File: src/design/tbpd_pkg.sv
package tbpd_pkg;

	localparam int unsigned DIV_W   = 53;
	localparam int unsigned QUO_W   = 34;
	localparam logic [52:0] RECIP   = 53'd4722366482869646;

	localparam logic [15:0] DEADBAND_HZ = 16'd20;

	localparam logic signed [25:0] K098  = 26'sd16441672;
	localparam logic signed [25:0] K002  = 26'sd335544;
	localparam logic signed [25:0] K0999 = 26'sd16760439;
	localparam logic signed [32:0] ONE_Q24 = 33'sd16777216;
	localparam logic [16:0] W_ONE = 17'd65536;

	localparam logic [2:0] REG_GAIN_P   = 3'd0;
	localparam logic [2:0] REG_GAIN_I   = 3'd1;
	localparam logic [2:0] REG_GAIN_D   = 3'd2;
	localparam logic [2:0] REG_RATE_W   = 3'd3;
	localparam logic [2:0] REG_SETPOINT = 3'd4;
	localparam logic [2:0] REG_MAX_RATE = 3'd5;
	localparam logic [2:0] REG_SCALE    = 3'd6;

	localparam logic [3:0] OP_INC = 4'd0;
	localparam logic [3:0] OP_T1  = 4'd1;
	localparam logic [3:0] OP_T2  = 4'd2;
	localparam logic [3:0] OP_E   = 4'd3;
	localparam logic [3:0] OP_I1  = 4'd4;
	localparam logic [3:0] OP_I2  = 4'd5;
	localparam logic [3:0] OP_R1  = 4'd6;
	localparam logic [3:0] OP_R2  = 4'd7;
	localparam logic [3:0] OP_P1  = 4'd8;
	localparam logic [3:0] OP_P2  = 4'd9;
	localparam logic [3:0] OP_P3  = 4'd10;
	localparam logic [3:0] OP_F   = 4'd11;

	typedef struct packed {
		logic [3:0] op;
		logic       load_in;
		logic       mul;
		logic       fin;
	} cmd_t;

	typedef struct packed {
		logic div_done;
		logic slot_free;
	} status_t;

	function automatic logic signed [31:0] sat32(input logic signed [63:0] v);
		if (v > 64'sd2147483647)
			return 32'sh7fffffff;
		else if (v < -64'sd2147483648)
			return 32'sh80000000;
		else
			return v[31:0];
	endfunction

	function automatic logic signed [23:0] sat24(input logic signed [63:0] v);
		if (v > 64'sd8388607)
			return 24'sh7fffff;
		else if (v < -64'sd8388608)
			return 24'sh800000;
		else
			return v[23:0];
	endfunction

endpackage

File: src/design/tbpd_ctrl.sv
module tbpd_ctrl (
	input  logic                clk,
	input  logic                arst_n,
	input  logic                in_valid,
	output logic                in_stall,
	input  tbpd_pkg::status_t   status,
	output tbpd_pkg::cmd_t      cmd
);
	import tbpd_pkg::*;

	localparam logic [1:0] ST_IDLE = 2'd0;
	localparam logic [1:0] ST_MUL  = 2'd1;
	localparam logic [1:0] ST_FIN  = 2'd2;
	localparam logic [1:0] ST_WAIT = 2'd3;

	logic [1:0] state_q;
	logic [3:0] op_q;
	logic       fin_ok;

	assign fin_ok = (op_q != OP_F) || status.slot_free;

	always_ff @(posedge clk or negedge arst_n) begin
		if (!arst_n) begin
			state_q <= ST_IDLE;
			op_q    <= OP_INC;
		end else begin
			unique case (state_q)
				ST_IDLE: if (in_valid) begin
					state_q <= ST_MUL;
					op_q    <= OP_INC;
				end
				ST_MUL: state_q <= ST_FIN;
				ST_FIN: if (fin_ok) begin
					if (op_q == OP_INC || op_q == OP_I1)
						state_q <= ST_WAIT;
					else if (op_q == OP_F)
						state_q <= ST_IDLE;
					else begin
						state_q <= ST_MUL;
						op_q    <= op_q + 4'd1;
					end
				end
				ST_WAIT: if (status.div_done) begin
					state_q <= ST_MUL;
					op_q    <= op_q + 4'd1;
				end
				default: state_q <= ST_IDLE;
			endcase
		end
	end

	assign in_stall    = state_q != ST_IDLE;
	assign cmd.op      = op_q;
	assign cmd.load_in = (state_q == ST_IDLE) && in_valid;
	assign cmd.mul     = state_q == ST_MUL;
	assign cmd.fin     = (state_q == ST_FIN) && fin_ok;

endmodule

File: config.mk
export PLATFORM = sky130hd
export DESIGN_NAME = tbpd_ctrl
export DESIGN_NICKNAME = d
export VERILOG_FILES = /design/src/design/tbpd_pkg.sv /design/src/design/tbpd_ctrl.sv
export SDC_FILE = /design/constraint.sdc
export NUM_CORES = 1
export LEC_CHECK = 0
export ABC_AREA = 1
export BUFFER_PORTS_ARGS = -buffer_cell sky130_fd_sc_hd__buf_2
export CAP_MARGIN = 20
export CORE_AREA = 4 4 41 43
export DETAILED_ROUTE_END_ITERATION = 8
export DIE_AREA = 0 0 45 47
export PLACE_DENSITY_LB_ADDON = 0.1
export SYNTH_ARGS = -nofsm -noshare
export SYNTH_HDL_FRONTEND = slang
export SYNTH_SLANG_ARGS = --single-unit
File: constraint.sdc
create_clock -name clk -period 1.2 [get_ports clk]
set_input_delay 0.06 -clock clk [delete_from_list [all_inputs] [get_ports clk]]
set_output_delay 0.06 -clock clk [all_outputs]
set_load 0.05 [all_outputs]
### Word level (Yosys, flattened, before mapping)

Cells that the tools add are included.

* equal/unequal tests: 11
* add/sub/neg operators: 1
* mux-type cells: 12
* reductions and logical operators: 10

Operator list (count)
* $mux 4: 5
* $pmux 4 s3: 1
* $ne 2x2->1 const B: 5
* $mux 2: 4
* $pmux 2 s4: 1
* $reduce_and 6->1: 1
* $add 4x1->4 const B: 1
* $eq 2x2->1 const B: 2
* $eq 4x3->1 const B: 1
* $eq 4x4->1 const B: 1
* $logic_not 4->1: 1
* $ne 4x4->1 const B: 1
* $reduce_and 3->1: 1
* $reduce_bool 3->1: 1
* $eq 2x1->1 const B: 1
* $logic_and 1x1->1: 2
* $logic_not 2->1: 1
* $logic_or 1x1->1: 2
* $reduce_bool 2->1: 1
* $mux 1: 1

* output and inout bits: 8
* register bits after elaboration: 6
* logic and storage cells: 36
* bits of input ports: 5

### Logic depth before layout (Yosys ltp)

Gate-level depths: netlist of run 1.

* depth in word-level cells: 5
* depth in mapped cells: 8
* gate-level depth less buffers: 8

### Worst setup path after synthesis of run 1

Ideal clock, no wire load.

* path type: register to output
* start point: register op_q[0]
* end point: output cmd[0] (netlist name)
* stages on the path, launching flop included: 5
* path buffers: 0
* setup slack: -695 ps
* arrival time: 1835 ps
* data required time: 1140 ps
* cell sequence: dfrtp_1 ha_1 nand3_2 inv_2 a21oi_1

RTL lines
* start: declaration: line tbpd_ctrl.sv:17 `logic [3:0] op_q;`
* start signal: assignment: line tbpd_ctrl.sv:40 `op_q <= op_q + 4'd1;`
* start signal: assignment: line tbpd_ctrl.sv:45 `op_q <= op_q + 4'd1;`
* end: declaration: line tbpd_ctrl.sv:7 `output tbpd_pkg::cmd_t cmd`

==> flow_summary.toml, run 1 <==
[floorplan]
die_h_um = 47
num_rows = 13
die_x_um = 45
fp.dieArea_sq_um = 2120
initial_core_util_pct = 41.3
coreArea_sq_um = 1300
io_pins = 13

[grt]
grt_pass1_wl_mm = 2.50
grt_remaining_overflow = 0
grt_use_total_pct = 17.1
grt_start_max_net_pins = 8
grt_pass1_vias = 578
antenna_found_initial = 0

[clocking]
cts_inserted_buffers = 3
ctsRootBufferMaster = "clkbuf_4"
clock_tree.buffer_depth = 2
htree_levels = 1
clk_pin_slew_ps = 50
cts_tree = "built"
cts.sinks = 6
clock_latency_ps = 240

[cells_and_area]
diodes = 0
fin_area_sq_um = 997
mostFrequentLayoutCell = "nand2_1"
synthToLayoutAreaGrowth_pct = 85.3
final_cell_mix = "nand2_1 (16), buf_4 (10), buf_6 (8)"
final_nets = 123
drive_gt1_share_pct = 63.6

[route]
drc = 0
drtAntennaViolNets = 0
drt-initial-drc-count = 15
viasPerCell = 4.70
drt-wirelength-per-cell_um = 12.0
num_vias = 587
routed_wl_mm = 1.50
drt_pass1_iterations = 4

[sta]
finalMaxSlewViolations = 0
tightest_slew_ps = 247
setup_viol = 10
fin_crit_ps = 1370
timing.final.crit_share_pct = 114
skew_ps = 4.87
setup_slack_ps = -166
fmax_mhz = 732
grt_setup_unrepaired = "yes"
relSlewSlack_pct = 83.6
final_hold_viol_count = 0

[place]
gp_congestion = 0.792
io_buffer_count = 12
hpwl_mm = 1.15
post_dp_cell_area_sq_um = 736

[worst_setup_path]
rrSetupSlack_ps = -140
cp_max_fo = 7
rr_worst_depth = 7
cp.arrival_ps = 1310
critPathRequiredTime_ps = 1140
cp-end-kind = "output pin"
path_class = "register to output pin"
crit_start = "state_q[0]"
worstSetupEndpoint = "cmd[0]"
cp-start-kind = "register"
r2r_end = "op_q[1]"
timing.rr.start = "state_q[1]"

[yosys]
synth.distinct_cells = 17
yosys_warnings = 0
synth_cells = 78
avgSynthCellArea_sq_um = 6.90
synth_nets = 90
synth_area_sq_um = 538
synth_seq_cells = 6
ys_seq_area_share_pct = 27.9

[status]
status = "complete, but fails checks"
violations = "setup timing"

[flow_run]
cap_violations = 0

[pwr]
irDropWorstVdd_v = 0.00178
powerDensity_nw_per_um2 = 2420
power.total_mw = 2.41
p_leak_nw = 0.488

[min_path]
hold_path.class = "input port to asynchronous set/reset pin"
## sequential cells by signal, indices dropped and copies added (netlist names)
name     cells
op_q         4
state_q      2
## worst min-delay path by stage
stage                             to  slack (ps)  depth (start not counted)
after floorplan              op_q[0]        -240                          0
after global placement    state_q[1]        -110                          1
after detailed placement  state_q[1]        -110                          1
after CTS                    op_q[3]         150                          2
after global routing         op_q[3]         160                          2
final                        op_q[3]         160                          2
## worst max-delay path, stage by stage (launching register included)
cell and delay [ps]:
dfrtp_2 440, inv_4 90, ha_4 190, inv_4 60, a21oi_4 110, buf_6 170
## area by class of cell
type,count,area [sq um]
timing repair buffer,28,250
clock buffer,4,26.3
multi-input combinational,55,472
inverter,17,73.8
fill,104,304
sequential,6,156
tap,15,18.8
## metal layers
metal  vias up  part of all wire [%]  global-route usage [%]
met5         -                     0                       0
met4         0                   2.9                    10.5
met3         6                   3.1                    2.30
met2        13                    52                    28.8
met1       264                    41                    20.6
li1        304                     -                       -
## timing repair
action                                 CTS  global route
buffers inserted                         6             0
pin swaps                                3             7
gates resized for setup                 31            21
endpoints found under the hold margin    6             0
setup endpoints to repair               10            12
hold buffers                             1             0
## power by group
part,switching [mW],total [mW],internal (mW)
Sequential,0.0782,0.346,0.268
Combinational,1.03,1.87,0.844
Clock,0.0712,0.197,0.126
Total,1.18,2.41,1.24
## cell families after synthesis
logic type,synth area share (%)
AND/OR/NAND/NOR,40.7
AO/OA/AOI/OAI,3.25
adder cells (fa/ha/maj),16.3
buffers and inverters,11.9
flip-flops,27.9
## Yosys cell counts
| master | instances | area share, % |
|---|---|---|
| dfrtp_1 | 6 | 28 |
| inv_2 | 3 | 2.1 |
| a21oi_1 | 1 | 0.93 |
| nand3_2 | 2 | 3.7 |
| nor3b_2 | 1 | 2.3 |
| nand2_2 | 1 | 1.2 |
| nand3b_1 | 1 | 1.4 |
| nand3_1 | 8 | 7.4 |
| a21boi_0 | 1 | 1.4 |
| nor2_2 | 1 | 1.2 |
| inv_1 | 14 | 9.8 |
| nand4_1 | 1 | 1.2 |
| o21ai_1 | 1 | 0.93 |
| nor2_1 | 9 | 6.3 |
| nor2_4 | 1 | 2.1 |
| ha_1 | 7 | 16 |
| nand2_1 | 20 | 14 |
## metrics by stage
step	setup TNS, ps	hold WS [ps]	instances	setup WS (ps)	utilization [%]
floorplan	-738	-236	78	-120	-
global placement	-602	-109	114	-116	56.5
detailed placement	-1060	-112	114	-171	56.5
CTS	-1080	154	125	-157	71.0
global route	-1730	160	125	-251	76.6
finish	-957	156	125	-166	76.6
(Power assumes the default switching activity.)
==> run 2, diff against run 1 <==
==> constraint.sdc (replaced) <==
create_clock -name clk -period 1.2 [get_ports clk]
set_input_delay 0.06 -clock clk [delete_from_list [all_inputs] [get_ports clk]]
set_output_delay 0.06 -clock clk [all_outputs]
set_load 0.02 [all_outputs]
==> flow_summary.toml, run 2 (synthesis results as in run 1) <==
[status]
status = "complete, but fails checks"
violations = "setup timing"

[route]
drt_pass1_iterations = 4
met1_length_um = 579
drtAntennaViolNets = 0
wl_met3_um = 51
drc = 0
num_vias = 563
routed_wl_mm = 1.31
wl_met2_um = 660
drt-initial-drc-count = 4
viasPerCell = 4.61
top_layer = "met4"
drt-wirelength-per-cell_um = 10.8

[worst_setup_path]
critPathRequiredTime_ps = 1310
path_delay_family = "flip-flops"
path_class = "register to register"
crit_chain = "ha_4 > buf_6 > buf_4 > nor2_1 > nor2_1 > nand3_1 > nand2_1"
cp-start-kind = "register"
rrSetupSlack_ps = -150
crit_path_frequent_cell = "nor2_1"
cp-end-kind = "register"
timing.rr.start = "state_q[1]"
rr_worst_depth = 7
r2r_end = "state_q[0]"
cp_max_fo = 4
slowest_stage = "dfrtp_2"
cp.arrival_ps = 1470
cpPeakStageDelay_ps = 450
crit_buf_inv = 2

[clocking]
ctsRootBufferMaster = "clkbuf_4"
htree_levels = 1
clock_latency_ps = 230
cts.sinks = 6
cts_tree = "built"
cts_inserted_buffers = 3
clk_pin_slew_ps = 50
clock_tree.buffer_depth = 2

[floorplan]
initial_core_util_pct = 41.3
io_pins = 13
coreArea_sq_um = 1300
num_rows = 13
fp.dieArea_sq_um = 2120
die_x_um = 45
die_h_um = 47

[grt]
grt_use_total_pct = 14.0
grt_remaining_overflow = 0
grt_pass1_vias = 526
grt_pass1_wl_mm = 2.15
antenna_found_initial = 0
grt_start_max_net_pins = 9

[cells_and_area]
mostFrequentLayoutCell = "nand2_1"
largest_reg_flops = 4
diodes = 0
final_cell_mix = "nand2_1 (17), buf_4 (10), inv_2 (8), inv_1 (8), buf_2 (8)"
drive_gt1_share_pct = 57.9
synthToLayoutAreaGrowth_pct = 67.7
top_regs = "op_q (4), state_q (2)"
final_nets = 120
final_util_pct = 69.3
regMostFlops = "op_q"

[place]
gp_congestion = 0.804
io_buffer_count = 12
hpwl_um = 920
pre_cts_slack_ps = -90.6

[sta]
skew_ps = 6.21
timing.final.crit_share_pct = 113
setup_viol = 10
fin_crit_ps = 1350
tightest_slew_ps = 283
whs_ps = 166
setup_slack_ps = -152
grt_setup_unrepaired = "yes"
final_hold_viol_count = 0
tns_ps = -742
relSlewSlack_pct = 81.1
finalMaxSlewViolations = 0
fmax_mhz = 740

[pwr]
irDropWorstVdd_v = 0.00148
powerDensity_nw_per_um2 = 2130
p_leak_nw = 0.452

[min_path]
hold_path.class = "input port to asynchronous set/reset pin"

[flow_run]
cap_violations = 0
==> run 2: layout make-up <==
cell class                      count  area, sq um
Inverter                           17         66.3
Tap cell                           15         18.8
Sequential cell                     6          154
Clock buffer                        4         26.3
Timing Repair Buffer               25          193
Multi-Input combinational cell     55          444
Fill cell                         109          399
==> run 2: how the worst max path moves through the flow <==
stage,from,endpoint,slack (ps),cells past startpoint
finish,state_q[1],state_q[0],-150,7
global route,state_q[0],state_q[0],-220,8
CTS,op_q[1],cmd[0],-80,5
detailed placement,state_q[1],op_q[3],-90,8
global placement,state_q[1],op_q[3],-80,8
floorplan,state_q[0],op_q[3],-2,8
==> run 2: layer usage <==
layer | track usage, % | up-vias
li1 | - | 294
met1 | 18.8 | 252
met2 | 21.8 | 13
met3 | 2.30 | 4
met4 | 7.02 | 0
met5 | 0 | -
==> run 2: where the power goes <==
part	leakage [nW]	internal, mW	switching [mW]	total [mW]
registers	0.0750	0.267	0.0804	0.347
logic	0.362	0.653	0.737	1.39
clock network	0.0150	0.125	0.0622	0.187
total	0.452	1.04	0.880	1.92
==> run 2: through the flow <==
step | area, sq um | instances | total power, mW
CTS | 878 | 122 | 1.85
global placement | 711 | 113 | 1.33
finish | 902 | 122 | 1.92
detailed placement | 711 | 113 | 1.34
global route | 902 | 122 | 2.10
floorplan | 572 | 78 | 1.01
==> run 2: what timing repair did <==
action	4_1_cts	5_1_grt
setup buffers	5	0
pin swaps	13	3
hold endpoints to repair	6	0
gates cloned	0	0
endpoints found under the setup margin	10	10
hold buffers	1	0
gates resized for setup	27	7
